### config.mk
export PLATFORM = sky130hd
export DESIGN_NAME = ebc_alu
export DESIGN_NICKNAME = d
export VERILOG_FILES = /design/src/sv/ebc_pkg.sv /design/src/sv/ebc_alu.sv
export SDC_FILE = /design/constraint.sdc
export NUM_CORES = 1
export LEC_CHECK = 0
export BUFFER_PORTS_ARGS = -buffer_cell sky130_fd_sc_hd__clkbuf_2
export CELL_PAD_IN_SITES_DETAIL_PLACEMENT = 2
export CELL_PAD_IN_SITES_GLOBAL_PLACEMENT = 2
export CORE_ASPECT_RATIO = 0.7
export CORE_MARGIN = 5
export CORE_UTILIZATION = 24
export DETAILED_ROUTE_END_ITERATION = 7
export PLACE_DENSITY_LB_ADDON = 0.1
export SLEW_MARGIN = 20
export SYNTH_ARGS = -nofsm -noshare
export SYNTH_HDL_FRONTEND = slang
export SYNTH_SLANG_ARGS = --single-unit
### constraint.sdc
create_clock -name vclk -period 2.3
set_input_delay 0.115 -clock vclk [all_inputs]
set_output_delay 0.115 -clock vclk [all_outputs]
set_load 0.02 [all_outputs]
### src/sv/ebc_pkg.sv
// Package with shared types and constants for the eight-bit CPU subset core.
package ebc_pkg;

    localparam int MEM_BYTES = 65536;
    localparam int MEM_AW    = $clog2(MEM_BYTES);

    localparam logic [1:0] KIND_LOAD = 2'd0;
    localparam logic [1:0] KIND_READ = 2'd1;
    localparam logic [1:0] KIND_EXEC = 2'd2;

    localparam logic [7:0] FL_S  = 8'h80;
    localparam logic [7:0] FL_Z  = 8'h40;
    localparam logic [7:0] FL_H  = 8'h10;
    localparam logic [7:0] FL_PV = 8'h04;
    localparam logic [7:0] FL_N  = 8'h02;
    localparam logic [7:0] FL_C  = 8'h01;

    localparam logic [7:0] OP_NOP  = 8'h00;
    localparam logic [7:0] OP_LDAN = 8'h3E;
    localparam logic [7:0] OP_LDBN = 8'h06;
    localparam logic [7:0] OP_LDCN = 8'h0E;
    localparam logic [7:0] OP_LDDN = 8'h16;
    localparam logic [7:0] OP_LDEN = 8'h1E;
    localparam logic [7:0] OP_LDHN = 8'h26;
    localparam logic [7:0] OP_LDLN = 8'h2E;
    localparam logic [7:0] OP_LDAB = 8'h78;
    localparam logic [7:0] OP_LDAC = 8'h79;
    localparam logic [7:0] OP_LDAD = 8'h7A;
    localparam logic [7:0] OP_LDAE = 8'h7B;
    localparam logic [7:0] OP_LDAH = 8'h7C;
    localparam logic [7:0] OP_LDAL = 8'h7D;
    localparam logic [7:0] OP_LDBA = 8'h47;
    localparam logic [7:0] OP_LDBC = 8'h41;
    localparam logic [7:0] OP_LDCA = 8'h4F;
    localparam logic [7:0] OP_LDDA = 8'h57;
    localparam logic [7:0] OP_LDEA = 8'h5F;
    localparam logic [7:0] OP_LDHA = 8'h67;
    localparam logic [7:0] OP_LDLA = 8'h6F;
    localparam logic [7:0] OP_ADDN = 8'hC6;
    localparam logic [7:0] OP_SUBN = 8'hD6;
    localparam logic [7:0] OP_ADDA = 8'h87;
    localparam logic [7:0] OP_ADDB = 8'h80;
    localparam logic [7:0] OP_ADDC = 8'h81;
    localparam logic [7:0] OP_ADDD = 8'h82;
    localparam logic [7:0] OP_ADDE = 8'h83;
    localparam logic [7:0] OP_SUBA = 8'h97;
    localparam logic [7:0] OP_SUBB = 8'h90;
    localparam logic [7:0] OP_SUBC = 8'h91;
    localparam logic [7:0] OP_SUBD = 8'h92;
    localparam logic [7:0] OP_SUBE = 8'h93;
    localparam logic [7:0] OP_JP   = 8'hC3;
    localparam logic [7:0] OP_JPZ  = 8'hCA;
    localparam logic [7:0] OP_JPNZ = 8'hC2;
    localparam logic [7:0] OP_JPC  = 8'hDA;
    localparam logic [7:0] OP_JPNC = 8'hD2;
    localparam logic [7:0] OP_CALL = 8'hCD;
    localparam logic [7:0] OP_RET  = 8'hC9;
    localparam logic [7:0] OP_DJNZ = 8'h10;
    localparam logic [7:0] OP_JR   = 8'h18;
    localparam logic [7:0] OP_JRZ  = 8'h28;
    localparam logic [7:0] OP_JRNZ = 8'h20;
    localparam logic [7:0] OP_JRC  = 8'h38;
    localparam logic [7:0] OP_JRNC = 8'h30;
    localparam logic [7:0] OP_ED   = 8'hED;
    localparam logic [7:0] OP_LDIR = 8'hB0;
    localparam logic [7:0] OP_LDDR = 8'hB8;

    typedef struct packed {
        logic [1:0]  kind;
        logic [15:0] address;
        logic [7:0]  write_data;
    } t_req;

    typedef struct packed {
        logic [15:0] pc_out;
        logic [15:0] sp_out;
        logic [7:0]  acc_out;
        logic [7:0]  b_out;
        logic [7:0]  c_out;
        logic [7:0]  d_out;
        logic [7:0]  e_out;
        logic [7:0]  h_out;
        logic [7:0]  l_out;
        logic [7:0]  flag_bits;
        logic        fault;
        logic [7:0]  read_data;
    } t_rsp;

    typedef enum logic [4:0] {
        ST_CLEAR,
        ST_IDLE,
        ST_RDWAIT,
        ST_FETCH,
        ST_DECODE,
        ST_IMM,
        ST_LO,
        ST_HI,
        ST_ED,
        ST_CALL1,
        ST_CALL2,
        ST_RET1,
        ST_RET2,
        ST_CPRD,
        ST_CPWR,
        ST_DONE
    } t_state;

    typedef struct packed {
        logic [7:0] res;
        logic [7:0] flags;
    } t_alu_out;

endpackage

### src/sv/ebc_alu.sv
// Shared 8-bit add and subtract unit with flag generation.
module ebc_alu import ebc_pkg::*; (
    input  logic [7:0] i_a,
    input  logic [7:0] i_b,
    input  logic       i_sub,
    input  logic [7:0] i_flags,
    output t_alu_out   o_out
);
    logic [8:0] w_r;
    logic [7:0] w_f;

    always_comb begin
        w_r = i_sub ? ({1'b0, i_a} - {1'b0, i_b}) : ({1'b0, i_a} + {1'b0, i_b});
        w_f = 8'h00;
        if (w_r[7:0] == 8'h00) w_f = w_f | FL_Z;
        if (w_r[7]) w_f = w_f | FL_S;
        if (w_r[8]) w_f = w_f | FL_C;
        if (i_sub) begin
            w_f = w_f | FL_N;
            if (((i_a ^ i_b) & (i_a ^ w_r[7:0]) & 8'h80) != 8'h00) w_f = w_f | FL_PV;
            if (i_a[3:0] < i_b[3:0]) w_f = w_f | FL_H;
        end else begin
            if ((~(i_a ^ i_b) & (i_a ^ w_r[7:0]) & 8'h80) != 8'h00) w_f = w_f | FL_PV;
            if (({1'b0, i_a[3:0]} + {1'b0, i_b[3:0]}) > 5'h0F) w_f = w_f | FL_H;
        end
        o_out.res   = w_r[7:0];
        o_out.flags = (i_flags & 8'h28) | w_f;
    end
endmodule

# Word level (Yosys, flattened, before mapping)

Index checks and enable logic that the tools add are counted.

Register bits after elaboration: 0
Input bits: 25
Output and inout bits: 16
Word-level logic and storage cells: 21

$add $sub $neg: 3
Magnitude comparators: 2
Mux-type cells: 9
Bitwise gates (word level): 6
Reduce and logical (&&, ||, !) cells: 1

Operators with widths:

| operator                                                      | number |
|---|---|
| AND 8 bit                                                     | 2 |
| XOR 8 bit                                                     | 2 |
| 2-to-1 mux 5 bit                                              | 3 |
| adder 8 x 8 -> 9 bit                                          | 1 |
| 2-to-1 mux 9 bit                                              | 1 |
| subtractor 8 x 8 -> 9 bit                                     | 1 |
| zero test 8 bit                                               | 1 |
| 2-to-1 mux 8 bit                                              | 1 |
| inverter 8 bit                                                | 1 |
| bitwise OR 6 x 8 -> 8 bit                                     | 1 |
| 2-to-1 mux 7 bit                                              | 1 |
| 2-to-1 mux 3 bit                                              | 2 |
| adder 4 x 4 -> 5 bit                                          | 1 |
| greater-than comparator 5 x 4 -> 1 bit, second input constant | 1 |
| less-than comparator 4 bit                                    | 1 |
| 2-to-1 mux 1 bit                                              | 1 |

# Logic depth before layout (Yosys ltp)

Depth after elaboration: 10
Depth in mapped cells: 10
Depth with buffers taken out: 10

# Least setup slack after synthesis

OpenSTA, ideal clock, no wires.

Path type: input -> output
Start: in i_sub
End: out o_out[6] (netlist name)
Data arrival time: 2.471 ns
Data required time: 2.185 ns
Setup slack: -0.286 ns
Cell stages on the path: 8
Buffers on the path: 1
Path through: clkbuf_1 -> mux2_2 -> fa_1 -> nand2b_1 -> a21oi_2 -> xnor2_1 -> nor4_1 -> nor4b_2

RTL lines:

| item            | line         | RTL |
|---|---|---|
| start, declared | ebc_alu.sv:5 | `input logic i_sub,` |
| end, declared   | ebc_alu.sv:7 | `output t_alu_out o_out` |

==> results.txt <==
----------------------------------------------------
[Power and ir drop]
  Leakage ... 0.7741 nW
  Power density over the cells ... 495.9 nW/µm²
  Peak supply drop ... 0.2109 mV

[Logic synthesis]
  Syn nets ... 146
  Mux share of post-synthesis cell area ... 0.02782
  Synthesized cell area ... 764.5 µm²
  Sequential element share of the synthesized area ... 0
  Simple logic cell fraction of the synthesized area ... 0.1997
  Count of yosys warnings during synthesis ... 0
  Post-synth top area share ... 0.2455
  Cell count after synthesis ... 104
  Post-synthesis average cell area ... 7.351 µm²
  Most area-consuming cells after synthesis ... ha_1 (25%), xnor2_1 (10%), inv_1 (6.9%), a21oi_1 (5.9%), nor2_1 (5.9%)
  Number of library cell types mapped by synthesis ... 33
  Share of the synthesized netlist area taken by xor and xnor gates ... 0.1375
  Dominant combinational cell family by area after synthesis ... adder cells
  Adder and majority gate portion of the synthesized area ... 0.2979
  Complex-gate fraction of the synthesized area ... 0.2193
  Post-synthesis cell type with the largest combined area ... ha_1

[STA]
  Final setup vio count ... 6
  Clock period minus final worst setup slack ... 2.528 ns
  Post-route setup slack ... -0.2276 ns
  Final critical-path share of the clock period ... 1.099
  Unrepaired setup endpoints after global routing ... true
  Worst slew margin relative to its limit ... 0.7565
  Max Fclk ... 395.6 MHz
  Hold violation total from the final report ... 0
  Accumulated negative setup slack ... -0.7668 ns
  Measured slew at the worst slew-check pin ... 0.3646 ns
  Total count of max-transition violations in the final report ... 0

[Worst setup path]
  Critical Path AT ... 2.41 ns
  Crit end category ... output pin
  Classification of the worst setup path ... input port to output pin
  Startpoint class of the critical path ... input port
  Worst Path Required ... 2.18 ns
  Cells along the critical path ... clkbuf_2 -> buf_6 -> inv_2 -> a21oi_2 -> xnor2_1 -> ha_2 -> nor2_4 -> a21oi_4 -> buf_6 -> buf_6 -> a211o_1 -> a21oi_2 -> xor2_1 -> buf_4
  Cell with the largest stage delay on the worst path ... ha_2
  Critical path's largest stage delay ... 0.35 ns
  Most common cell type on the critical path ... buf_6
  Worst-path fanout max ... 3

[Global route]
  Via count of the first global-routing pass ... 1165
  Antenna violations before repair ... 0
  Global-route wire length before repair ... 6.023 mm
  Total grt overflow ... 0
  Pin count of the biggest net entering global routing ... 9
  Combined global-route utilization of all metal layers ... 0.1670

[Final layout]
  Sequential cell count ... 0
  Clock buffer count ... 0
  Final cell area excluding filler cells ... 1580 µm²
  Share of cells above drive strength 1 ... 0.6379
  Signed area change from the synthesized netlist to the final layout ... 106.7%
  Net count of the finished layout ... 218
  Number of inserted diodes ... 0
  Storage element area ... 0 µm²

[Route]
  Iteration-0 DRC Markers ... 17
  Via count of the routed design ... 1029
  Number of iterations in the first detailed-routing pass ... 2
  Via-to-Cell Ratio ... 4.854
  Remaining DRCs ... 0
  Detailed Route WL ... 4.297 mm
  Antenna Violating Nets Remaining ... 0
  Routed wire length per instance ... 20.27 µm

[Floorplan]
  Effective utilization at floorplan ... 0.2462
  Placement Rows ... 17
  Die Span Y ... 57.22 µm
  I/O Pins ... 41
  Die Span X ... 77.46 µm
  Core area ... 3105 µm²
  Total die area ... 4432 µm²

[Min path]
  Path type of the worst min-delay path ... input port to output pin

[Placed design]
  HPWL after detailed placement ... 2.583 mm
  IO buf count ... 31
  Global placer's final weighted congestion ... 0.7771
  Cell area reported after detailed placement ... 1214 µm²

[Run status]
  Result of the run ... finished, violations left
  Failing checks ... negative setup slack

[Run]
  Maximum Capacitance Violations ... 0

[Clocking]
  Hold bufs inserted after CTS ... 0

----------------------------------------------------
-- report_power, final --
group / switching (mW) / total [mW] / internal, mW
Clock: 0 / 0 / 0
Combinational: 0.400 / 0.784 / 0.384
Sequential: 0 / 0 / 0
Total: 0.400 / 0.784 / 0.384
-- logic make-up after synthesis --
kind of cell,after synthesis
AND/OR/NAND/NOR,29
AO/OA/AOI/OAI,24
buffers and inverters,20
adder cells (fa/ha/maj),17
XOR/XNOR,12
multiplexers,2
-- cell type report --
| type | count | area [µm²] |
|---|---|---|
| fillers | 339 | 1525 |
| inverters | 15 | 71.32 |
| multi-input cells | 84 | 897.1 |
| well taps | 38 | 47.55 |
| repair buffers | 75 | 564.3 |
-- synth_stat cells, types with 2 or more instances --
cell	count
buf_4	4
nand2_1	2
o21ai_0	2
xnor2_1	9
nor2_1	12
a21oi_1	9
fa_1	2
nand2b_1	3
ha_1	15
xor2_1	3
inv_1	14
nand3_1	2
a31oi_1	3
a21oi_2	2
nor3_1	4
-- timing repair --
item | CTS | global route
pin swaps | 11 | 19
setup endpoints to repair | 7 | 7
resized for setup | 33 | 34
setup buffers | 5 | 9
-- worst paths after layout --
check,start,to,slack [ns],depth (start not counted)
setup / recovery,i_b[2],o_out[0],-0.23,14
hold / removal,i_flags[3],o_out[3],0.23,0
-- layer usage --
layer  GRT usage  vias up  wire length [µm]
met4           0        0                28
met1      0.2274      508              2074
li1            -      500                 -
met5           0        -                 0
met2      0.3153       19              2105
met3    0.001577        2                89
-- stage by stage --
stage               utilization  cells  power, mW  setup slack [ns]  hold WS, ns
floorplan                     -    104     0.3274          -0.01821       0.3426
global placement         0.3908    200     0.5380           -0.3028       0.2302
detailed placement       0.3908    200     0.5593           -0.4069       0.2302
CTS                      0.4500    204     0.6471           -0.1745       0.2302
global route             0.5089    212     0.8326           -0.3375       0.2300
finish                   0.5089    212     0.7837           -0.2276       0.2300
-- cells in the final DEF (no fill, tap or decap), drive strengths merged --
| master | count |
|---|---|
| a41oi | 1 |
| a31oi | 3 |
| or4 | 1 |
| a211o | 1 |
| ha | 15 |
| a21oi | 11 |
| a2111o | 1 |
| buf | 51 |
| nand2b | 3 |
| o21ai | 2 |
| nor4 | 1 |
| xnor2 | 9 |
| fa | 2 |
| inv | 14 |
| nand3 | 2 |
| o21bai | 1 |
| mux2i | 1 |
| o311ai | 1 |
| mux2 | 1 |
| o21a | 1 |
| or2 | 1 |
| nor3 | 5 |
| nor2 | 12 |
| clkinv | 1 |
| nor2b | 1 |
| nand2 | 2 |
| nor4b | 1 |
| xor2 | 3 |
| a221oi | 2 |
| clkbuf | 24 |
-- critical path: cells and delay by family --
kind	cells	cell delay [ns]
fa+ha+maj	1	0.35
simple gates	1	0.14
compound gates	4	0.71
xor+xnor	2	0.38
buf+inv	6	0.71
Note: power is estimated with default switching activity, not from simulation.
